<file path="src/rtl/ffpa_pkg.sv">
package ffpa_pkg;

   localparam int PAGE_BYTES_DEF      = 4096;
   localparam int HEADER_BYTES_DEF    = 8;
   localparam int PAGE_HEAD_BYTES_DEF = 16;
   localparam int MAX_BLOCKS_DEF      = 256;

   localparam int ACTION_W = 2;
   localparam int REQ_W    = 13;
   localparam int HANDLE_W = 12;
   localparam int OFFSET_W = 12;
   localparam int STATUS_W = 3;
   localparam int USED_W   = 13;

   localparam logic [ACTION_W-1:0] ACT_OPEN  = 2'd0;
   localparam logic [ACTION_W-1:0] ACT_ALLOC = 2'd1;
   localparam logic [ACTION_W-1:0] ACT_FREE  = 2'd2;

   localparam logic [STATUS_W-1:0] STS_OK           = 3'd0;
   localparam logic [STATUS_W-1:0] STS_NO_PAGE      = 3'd1;
   localparam logic [STATUS_W-1:0] STS_FULL         = 3'd2;
   localparam logic [STATUS_W-1:0] STS_NOT_FOUND    = 3'd3;
   localparam logic [STATUS_W-1:0] STS_ALREADY_FREE = 3'd4;

   typedef enum logic [1:0] {
      ST_IDLE,
      ST_WALK,
      ST_CUT
   } state_type;

   typedef struct packed {
      logic [USED_W-1:0]   space_used;
      logic [STATUS_W-1:0] status;
      logic [OFFSET_W-1:0] block_offset;
   } result_type;

endpackage

</file>
<file path="src/rtl/ffpa_engine.sv">
module ffpa_engine #(
   parameter int PAGE_BYTES      = ffpa_pkg::PAGE_BYTES_DEF,
   parameter int HEADER_BYTES    = ffpa_pkg::HEADER_BYTES_DEF,
   parameter int PAGE_HEAD_BYTES = ffpa_pkg::PAGE_HEAD_BYTES_DEF,
   parameter int MAX_BLOCKS      = ffpa_pkg::MAX_BLOCKS_DEF
) (
   input  logic                            clock,
   input  logic                            reset,
   input  logic                            start,
   input  logic [ffpa_pkg::ACTION_W-1:0]   action,
   input  logic [ffpa_pkg::REQ_W-1:0]      request_length,
   input  logic [ffpa_pkg::HANDLE_W-1:0]   handle,
   output logic                            busy,
   output logic                            done,
   output ffpa_pkg::result_type            result
);
   import ffpa_pkg::*;

   localparam int LEN_W   = REQ_W;
   localparam int IDX_W   = $clog2(MAX_BLOCKS);
   localparam int END_W   = $clog2(MAX_BLOCKS + 1);
   localparam int POS_W   = $clog2(PAGE_BYTES + HEADER_BYTES + 1);
   localparam int SPACE_W = $clog2(PAGE_BYTES + 1);
   localparam int NEED_W  = $clog2(PAGE_BYTES + HEADER_BYTES + (2 ** REQ_W) + 1);
   localparam int CUT_W   = POS_W + 1;
   localparam int CMP_W   = (POS_W > HANDLE_W) ? POS_W : HANDLE_W;
   localparam int OUT_W   = (SPACE_W > USED_W) ? SPACE_W : USED_W;

   state_type state_ff, state_in;

   logic [ACTION_W-1:0] act_ff, act_in;
   logic [REQ_W-1:0]    req_ff, req_in;
   logic [HANDLE_W-1:0] handle_ff, handle_in;
   logic [END_W-1:0]    i_ff, i_in;
   logic [POS_W-1:0]    pos_ff, pos_in;
   logic [POS_W-1:0]    freed_ff, freed_in;
   logic [END_W-1:0]    run_start_ff, run_start_in;
   logic                in_run_ff, in_run_in;
   logic [CUT_W-1:0]    cut_ff, cut_in;
   logic [END_W-1:0]    end_ff, end_in;
   logic [SPACE_W-1:0]  space_ff, space_in;
   logic                open_ff, open_in;

   logic [LEN_W:0]      table_mem [MAX_BLOCKS];
   logic [LEN_W:0]      rd_data_ff;
   logic [IDX_W-1:0]    rd_addr;
   logic                wr_en;
   logic [IDX_W-1:0]    wr_addr;
   logic [LEN_W:0]      wr_data;

   logic                blk_used;
   logic [LEN_W-1:0]    blk_len;
   logic [POS_W-1:0]    step;
   logic [NEED_W-1:0]   need;
   logic [CMP_W-1:0]    pos_ext;
   logic [OUT_W-1:0]    space_ext;
   logic                at_end;
   logic [OFFSET_W-1:0] res_offset;
   logic [STATUS_W-1:0] res_status;

   always_ff @(posedge clock) begin
      if (wr_en) begin
         table_mem[wr_addr] <= wr_data;
      end
      rd_data_ff <= table_mem[rd_addr];
   end

   always_ff @(posedge clock) begin
      if (reset) begin
         state_ff <= ST_IDLE;
         end_ff   <= '0;
         space_ff <= '0;
         open_ff  <= 1'b0;
      end else begin
         state_ff <= state_in;
         end_ff   <= end_in;
         space_ff <= space_in;
         open_ff  <= open_in;
      end
   end

   always_ff @(posedge clock) begin
      act_ff       <= act_in;
      req_ff       <= req_in;
      handle_ff    <= handle_in;
      i_ff         <= i_in;
      pos_ff       <= pos_in;
      freed_ff     <= freed_in;
      run_start_ff <= run_start_in;
      in_run_ff    <= in_run_in;
      cut_ff       <= cut_in;
   end

   assign blk_used = rd_data_ff[LEN_W];
   assign blk_len  = rd_data_ff[LEN_W-1:0];
   assign step     = POS_W'(blk_len) + POS_W'(HEADER_BYTES);
   assign need     = NEED_W'(HEADER_BYTES) + NEED_W'(req_ff) + NEED_W'(space_ff);
   assign pos_ext  = CMP_W'(pos_ff);
   assign at_end   = (i_ff == end_ff);
   assign rd_addr  = i_in[IDX_W-1:0];
   assign busy     = (state_ff != ST_IDLE);

   always_comb begin
      state_in     = state_ff;
      act_in       = act_ff;
      req_in       = req_ff;
      handle_in    = handle_ff;
      i_in         = i_ff;
      pos_in       = pos_ff;
      freed_in     = freed_ff;
      run_start_in = run_start_ff;
      in_run_in    = in_run_ff;
      cut_in       = cut_ff;
      end_in       = end_ff;
      space_in     = space_ff;
      open_in      = open_ff;
      wr_en        = 1'b0;
      wr_addr      = i_ff[IDX_W-1:0];
      wr_data      = rd_data_ff;
      done         = 1'b0;
      res_offset   = '0;
      res_status   = STS_OK;

      unique case (state_ff)
         ST_IDLE: begin
            i_in = '0;
            if (start) begin
               act_in    = action;
               req_in    = request_length;
               handle_in = handle;
               pos_in    = POS_W'(PAGE_HEAD_BYTES + HEADER_BYTES);
               freed_in  = '0;
               in_run_in = 1'b0;
               if (action == ACT_OPEN) begin
                  open_in  = 1'b1;
                  end_in   = '0;
                  space_in = SPACE_W'(PAGE_HEAD_BYTES);
                  done     = 1'b1;
               end else if (action == ACT_ALLOC || action == ACT_FREE) begin
                  if (!open_ff) begin
                     res_status = STS_NO_PAGE;
                     done       = 1'b1;
                  end else begin
                     state_in = ST_WALK;
                  end
               end else begin
                  done = 1'b1;
               end
            end
         end

         ST_WALK: begin
            if (act_ff == ACT_ALLOC) begin
               if (at_end) begin
                  state_in = ST_IDLE;
                  done     = 1'b1;
                  if (need > NEED_W'(PAGE_BYTES) || end_ff == END_W'(MAX_BLOCKS)) begin
                     open_in    = 1'b0;
                     end_in     = '0;
                     space_in   = '0;
                     res_status = STS_FULL;
                  end else begin
                     space_in   = SPACE_W'(need);
                     wr_en      = 1'b1;
                     wr_addr    = end_ff[IDX_W-1:0];
                     wr_data    = {1'b1, req_ff};
                     end_in     = end_ff + END_W'(1);
                     res_offset = pos_ext[OFFSET_W-1:0];
                  end
               end else if (!blk_used && req_ff <= blk_len) begin
                  state_in   = ST_IDLE;
                  done       = 1'b1;
                  wr_en      = 1'b1;
                  wr_data    = {1'b1, blk_len};
                  res_offset = pos_ext[OFFSET_W-1:0];
               end else begin
                  pos_in = pos_ff + step;
                  i_in   = i_ff + END_W'(1);
               end
            end else begin
               if (at_end) begin
                  state_in   = ST_IDLE;
                  done       = 1'b1;
                  res_status = STS_NOT_FOUND;
               end else if (pos_ext == CMP_W'(handle_ff)) begin
                  if (!blk_used) begin
                     state_in   = ST_IDLE;
                     done       = 1'b1;
                     res_status = STS_ALREADY_FREE;
                  end else if (i_ff + END_W'(1) == end_ff) begin
                     state_in = ST_CUT;
                     cut_in   = CUT_W'(step) + (in_run_ff ? CUT_W'(freed_ff) : '0);
                     end_in   = in_run_ff ? run_start_ff : i_ff;
                  end else begin
                     state_in = ST_IDLE;
                     done     = 1'b1;
                     wr_en    = 1'b1;
                     wr_data  = {1'b0, blk_len};
                  end
               end else begin
                  if (!blk_used) begin
                     if (!in_run_ff) begin
                        in_run_in    = 1'b1;
                        run_start_in = i_ff;
                        freed_in     = step;
                     end else begin
                        freed_in = freed_ff + step;
                     end
                  end else begin
                     in_run_in = 1'b0;
                     freed_in  = '0;
                  end
                  pos_in = pos_ff + step;
                  i_in   = i_ff + END_W'(1);
               end
            end
         end

         ST_CUT: begin
            state_in = ST_IDLE;
            done     = 1'b1;
            if (cut_ff <= CUT_W'(space_ff)) begin
               space_in = SPACE_W'(CUT_W'(space_ff) - cut_ff);
            end else begin
               space_in = '0;
            end
         end

         default: begin
            state_in = ST_IDLE;
         end
      endcase
   end

   assign space_ext = open_in ? OUT_W'(space_in) : '0;

   always_comb begin
      result.block_offset = res_offset;
      result.status       = res_status;
      result.space_used   = space_ext[USED_W-1:0];
   end

endmodule

</file>
<file path="src/rtl/first_fit_page_allocator_top.sv">
// First-fit page allocator. Each request transfer gives exactly one response
// transfer. Open, unknown actions and any request while no page is open answer
// in the cycle after the transfer. Allocate and free walk the block table one
// entry per cycle through its single read port, and a free that trims the page
// end passes through a further cut state. The block takes no new request while
// a walk runs, and it takes the next one in the same cycle the pending response
// is transferred. The table needs no clearing after reset.
module first_fit_page_allocator_top #(
   parameter int PAGE_BYTES      = ffpa_pkg::PAGE_BYTES_DEF,
   parameter int HEADER_BYTES    = ffpa_pkg::HEADER_BYTES_DEF,
   parameter int PAGE_HEAD_BYTES = ffpa_pkg::PAGE_HEAD_BYTES_DEF,
   parameter int MAX_BLOCKS      = ffpa_pkg::MAX_BLOCKS_DEF
) (
   input  logic        clock,
   input  logic        reset,
   input  logic        req_tvalid,
   output logic        req_tready,
   input  logic [31:0] req_tdata,  // request_length[12:0], handle[24:13], zero fill
   input  logic [1:0]  req_tuser,  // action[1:0]
   output logic        rsp_tvalid,
   input  logic        rsp_tready,
   output logic [31:0] rsp_tdata   // block_offset[11:0], status[14:12], space_used[27:15]
);
   import ffpa_pkg::*;

   logic       engine_busy;
   logic       engine_done;
   result_type engine_result;
   logic       accept;

   logic       rsp_valid_ff, rsp_valid_in;
   result_type rsp_data_ff, rsp_data_in;

   assign req_tready = !engine_busy && (!rsp_valid_ff || rsp_tready);
   assign accept     = req_tvalid && req_tready;

   ffpa_engine #(
      .PAGE_BYTES      (PAGE_BYTES),
      .HEADER_BYTES    (HEADER_BYTES),
      .PAGE_HEAD_BYTES (PAGE_HEAD_BYTES),
      .MAX_BLOCKS      (MAX_BLOCKS)
   ) u_engine (
      .clock          (clock),
      .reset          (reset),
      .start          (accept),
      .action         (req_tuser[ACTION_W-1:0]),
      .request_length (req_tdata[REQ_W-1:0]),
      .handle         (req_tdata[REQ_W+HANDLE_W-1:REQ_W]),
      .busy           (engine_busy),
      .done           (engine_done),
      .result         (engine_result)
   );

   always_comb begin
      rsp_valid_in = rsp_valid_ff;
      rsp_data_in  = rsp_data_ff;
      if (rsp_valid_ff && rsp_tready) begin
         rsp_valid_in = 1'b0;
      end
      if (engine_done) begin
         rsp_valid_in = 1'b1;
         rsp_data_in  = engine_result;
      end
   end

   always_ff @(posedge clock) begin
      if (reset) begin
         rsp_valid_ff <= 1'b0;
      end else begin
         rsp_valid_ff <= rsp_valid_in;
      end
   end

   always_ff @(posedge clock) begin
      rsp_data_ff <= rsp_data_in;
   end

   assign rsp_tvalid = rsp_valid_ff;
   assign rsp_tdata  = {4'b0000, rsp_data_ff};

endmodule

</file>
<file path="config.mk">
export PLATFORM = sky130hd
export DESIGN_NAME = first_fit_page_allocator_top
export DESIGN_NICKNAME = d
export VERILOG_FILES = /design/src/rtl/ffpa_pkg.sv /design/src/rtl/ffpa_engine.sv /design/src/rtl/first_fit_page_allocator_top.sv
export SDC_FILE = /design/constraint.sdc
export NUM_CORES = 2
export LEC_CHECK = 0
export ABC_CLOCK_PERIOD_IN_PS = 45600
export BUFFER_PORTS_ARGS = -buffer_cell sky130_fd_sc_hd__buf_2
export CORE_MARGIN = 5
export CORE_UTILIZATION = 40
export CTS_BUF_LIST = sky130_fd_sc_hd__clkbuf_8
export CTS_CLUSTER_SIZE = 8
export DETAILED_ROUTE_END_ITERATION = 12
export GPL_ROUTABILITY_DRIVEN = 1
export SETUP_SLACK_MARGIN = 0.4
export SYNTH_ARGS = -nofsm -noshare
export SYNTH_HDL_FRONTEND = slang
export SYNTH_SLANG_ARGS = --single-unit
</file>
<file path="constraint.sdc">
create_clock -name clock -period 45.6 [get_ports clock]
set_input_delay 2.28 -clock clock [delete_from_list [all_inputs] [get_ports clock]]
set_output_delay 2.28 -clock clock [all_outputs]
set_load 0.01 [all_outputs]
</file>
==> results.txt <==
----------------------------------------------------
[Placed design]
  Quantity of I/O buffers inserted on ports ... 60
  Final estimated routing congestion in global placement ... about 0.86
  Cell Area, Placed ... 0.193 mm^2
  Final HPWL from detailed placement ... about 330000 um
  Cells after DPL ... 19500
  Place WS ... 37190 ps

[Critical path]
  Endpoint class of the critical path ... flop
  Cells along the critical path ... xnor2_1 -> nand3_1 -> or4_1 -> and4_1 -> o21ai_2 -> buf_4 -> nand3_4 -> inv_8 -> buf_4 -> buf_12 -> buf_12 -> a41oi_1 -> o211ai_1 -> a31oi_1 -> nor4_2 -> nand4_1 -> or3_1
  Required time at the endpoint of the critical path ... 46700 ps
  Setup CP Type ... flop to flop
  Worst R2R End ... u_engine.rd_data_ff[10]
  Worst flop-to-flop path startpoint ... u_engine.i_ff[1]
  Maximum fanout along the worst path ... 146
  Length in cells of the worst reg-to-reg path ... 17
  Delay of the slowest cell on the worst path ... 930 ps
  Slack of the worst reg-to-reg path ... 36910 ps
  Slowest cell on the critical path ... sky130_fd_sc_hd__nor4_2
  Worst Setup Start Kind ... flop
  Data arrival, critical path ... 9800 ps

[Logic synthesis]
  Combined area of all synthesized cells ... 0.185 mm^2
  Fraction of the yosys area taken by sequential cells ... 60.6%
  Async set-or-reset flop fraction in the synthesized netlist ... 0%
  Most area-hungry cell type in the Yosys netlist ... sky130_fd_sc_hd__edfxtp_1
  Synthesis-stage register bit count ... 3738
  Count of distinct cell types in the synthesized netlist ... 87
  Commonest register cell after synthesis ... sky130_fd_sc_hd__edfxtp_1
  Yosys top cell area share ... 60.1%
  Count of flip-flops with a built-in enable after synthesis ... 3690
  Synth warn ... 0
  Cell types with the largest area share after synthesis ... sky130_fd_sc_hd__edfxtp_1 60%, sky130_fd_sc_hd__mux2_2 11%, sky130_fd_sc_hd__a221oi_1 4.6%, sky130_fd_sc_hd__nand2b_1 2.0%, sky130_fd_sc_hd__a221o_1 1.8%
  Mean post-synth cell area ... 13.2 um^2
  Cell count after synthesis ... 14000

[Power]
  Leakage power total ... 65.4 nW
  Maximum vdd ir drop ... 0.0000288 V
  Power per unit of standard cell area ... 35.0 mW/mm^2

[Drt]
  Routed Antenna Nets ... 0
  Total wirelength of the detailed-routed design ... 583000 um
  Number of design-rule violations left by the first detailed-router iteration ... 15600
  Routed WL per cell ... 28.3 um
  Number of detailed-route iterations in the first pass ... 13
  DRC violation count after routing ... 0
  Routed vias ... 132000
  Per-cell via count in the routed design ... 6.39

[Layout]
  Number of fillers in the final layout ... 41400
  Signed area change from the synthesized netlist to the final layout ... 10.7%
  Commonest cells after routing, fill and taps aside ... 3690 x sky130_fd_sc_hd__edfxtp_1, 1786 x sky130_fd_sc_hd__mux2_2, 972 x sky130_fd_sc_hd__a221oi_1
  Ratio of cells with drive above 1 in the final layout ... 22.8%
  Most common cell after layout, fill and taps aside ... sky130_fd_sc_hd__edfxtp_1
  Net total in the final layout ... 14100
  Cell area after layout ... 0.204 mm^2
  Cell Count, Final, Fillers Out ... 20600

[Hold path]
  Hold path endpoint ... rsp_tvalid
  Hold path start ... rsp_tvalid
  Worst Hold Path Cells ... 2
  Path class of the lowest-slack min-delay path ... flop to flop

[Global route]
  Met2 track demand over resource in global routing ... 36.9%
  Via count of the first global-routing pass ... 127000
  Global-route wire length before repair ... 844000 um
  Total GRT Usage ... 23.5%
  Global Route met3 Usage ... 4.79%
  Maximum number of pins on one net before global-route repair ... ~210
  Global routing usage on met1 ... 31.6%
  GR Overflow Total ... 0
  Initial antenna violation count ... 21
  Peak-usage layer in the global routing report ... met2

[Timing]
  Total of endpoints with negative setup slack in the final report ... 0
  Setup TNS Final ... 0 ps
  Measured slew at the worst slew-check pin ... 1570 ps
  Post-route worst hold slack ... 511 ps
  Share of the clock period used by the worst path ... 19.1%
  Final clock skew ... 88.0 ps
  Hold Vio Cnt, Final ... 0
  RSZ-0062 raised after global routing ... no
  Minimum setup slack in the final design ... between 30000 and 40000 ps
  Relative slew slack ... -5.33%
  Min cycle time layout ... 8690 ps
  Number of slew-limit violations in the final report ... 8
  Highest Clock Rate ... between 100 and 150 MHz

[Floorplanning]
  Core Box Area ... 0.460 mm^2
  Starting Density ... ~40%
  Vert. Die Dim ... 689 um
  Top-Level Pins ... 72
  Cell row count ... ~250
  Area enclosed by the die boundary ... 0.475 mm^2
  DIE WIDTH ... around 690 um

[Run status]
  Failing checks ... capacitance limit, slew limit
  Run status ... complete, but fails checks

[CTS]
  Deepest level of the CTS H-tree ... 6
  Maximum count of clock buffers along a single path ... 4
  Clk sinks ... 3738
  Number of buffers inserted for hold repair after clock tree synthesis ... 0
  Clock root buffer ... sky130_fd_sc_hd__clkbuf_8
  Resize count post-CTS ... 0
  Number of buffers created by CTS ... 638
  Clock tree from TritonCTS ... built
  Clock transition at the registers of the reported paths ... about 60 ps
  Clock latency on the worst-skew pair ... ~1300 ps
  Post-CTS setup buffer count ... 0

[Flow run]
  Number of max-cap violations ... 1

----------------------------------------------------
## worst max-delay path by stage
stage	from	end	slack (ps)	cells after the start
floorplan	u_engine.req_ff[1]	u_engine.table_mem[0][1]	29720	17
global placement	u_engine.i_ff[1]	u_engine.rd_data_ff[0]	37120	18
detailed placement	u_engine.i_ff[1]	u_engine.rd_data_ff[10]	37190	17
CTS	u_engine.i_ff[1]	u_engine.rd_data_ff[0]	37120	18
global route	u_engine.i_ff[1]	u_engine.rd_data_ff[0]	36630	18
finish	u_engine.i_ff[1]	u_engine.rd_data_ff[10]	36910	17
## cell families after synthesis
| group | count (synthesis) | share of synthesized area, % |
|---|---|---|
| buffers and inverters | 1666 | 3.58 |
| other | 1 | 0.00203 |
| xor gates and xnor gates | 74 | 0.355 |
| DFF | 3738 | 60.6 |
| AOI/OAI and AO/OA | 4069 | 16.6 |
| adders and majority gates | 110 | 0.766 |
| and+or+nand+nor | 2546 | 7.03 |
| muxes | 1819 | 11.1 |
## where the power goes
part	total [mW]	switching [mW]	internal (mW)	leakage [nW]
clock	2.77	1.40	1.37	6.59
combinational	0.496	0.387	0.109	25.0
sequential	3.90	0.00862	3.89	33.8
## per-layer routing
layer	wire [um]	share of wire, %	up-vias
met5	50	0.0086	-
met4	26000	4.5	8
met3	52500	9.0	1116
met2	267000	46	6085
met1	238000	41	67400
li1	-	-	57200
## registers in the layout, summed over array words and instances (netlist names)
name and count:
u_engine.i_ff 9, u_engine.pos_ext 13, u_engine.end_ff 9, rsp_tvalid 1, u_engine.table_mem 3584, rsp_tdata 28, u_engine.in_run_ff 1, u_engine.space_ff 13
u_engine.rd_data_ff 14, u_engine.handle_ff 12, u_engine.cut_ff 14, u_engine.req_ff 13, u_engine.freed_ff 13, u_engine.run_start_ff 9, u_engine.open_ff 1, u_engine.state_ff 2
u_engine.act_ff 2
## stage by stage
stage / utilization, % / power (mW)
after floorplan: - / 4.33
after global placement: 42.0 / 4.45
after detailed placement: 42.0 / 4.46
after CTS: 44.4 / 7.20
after global routing: 44.4 / 7.39
final: 44.4 / 7.16
## area by class of cell
| class | count | area [um^2] | share of cell area, % |
|---|---|---|---|
| well taps | 6149 | 7690 | 3.77 |
| clock inverters | 470 | 2280 | 1.11 |
| repair buffers | 494 | 4020 | 1.97 |
| multi-input cells | 8622 | 67700 | 33.1 |
| diodes | 12 | 30.0 | 0.0147 |
| flip-flops and latches | 3738 | 112000 | 54.7 |
| clock buffers | 654 | 9000 | 4.41 |
| inverters | 478 | 1800 | 0.882 |
## worst max-delay path: cells and delay by family, from the launching register on
kind                      cells  cell delay [ps]
AOI/OAI and AO/OA             4              910
xor gates and xnor gates      1              190
buffers and inverters         5             2710
DFF                           1              810
and+or+nand+nor               7             3560
## synth_stat cells, drive strengths merged (13+ instances only)
| master | number |
|---|---|
| o221ai | 46 |
| mux2 | 1787 |
| o21bai | 14 |
| buf | 428 |
| o22ai | 126 |
| xor2 | 30 |
| a222oi | 273 |
| or3 | 62 |
| a2111oi | 36 |
| o21a | 23 |
| dfxtp | 48 |
| edfxtp | 3690 |
| nor4 | 27 |
| a211o | 13 |
| nor3 | 222 |
| a211oi | 169 |
| mux2i | 32 |
| ha | 105 |
| a21oi | 454 |
| o31ai | 47 |
| clkbuf | 760 |
| and3 | 39 |
| nand3 | 145 |
| a21o | 103 |
| a41oi | 149 |
| a221o | 326 |
| a21boi | 25 |
| a22oi | 179 |
| nand4 | 311 |
| a221oi | 973 |
| o211ai | 100 |
| xnor2 | 44 |
| nor2b | 29 |
| a22o | 23 |
| o2111ai | 20 |
| and2 | 32 |
| nor2 | 349 |
| nand2 | 691 |
| a32oi | 59 |
| inv | 478 |
| a31oi | 265 |
| o21ai | 603 |
| nand2b | 590 |
Note: power is estimated with default switching activity, not from simulation.
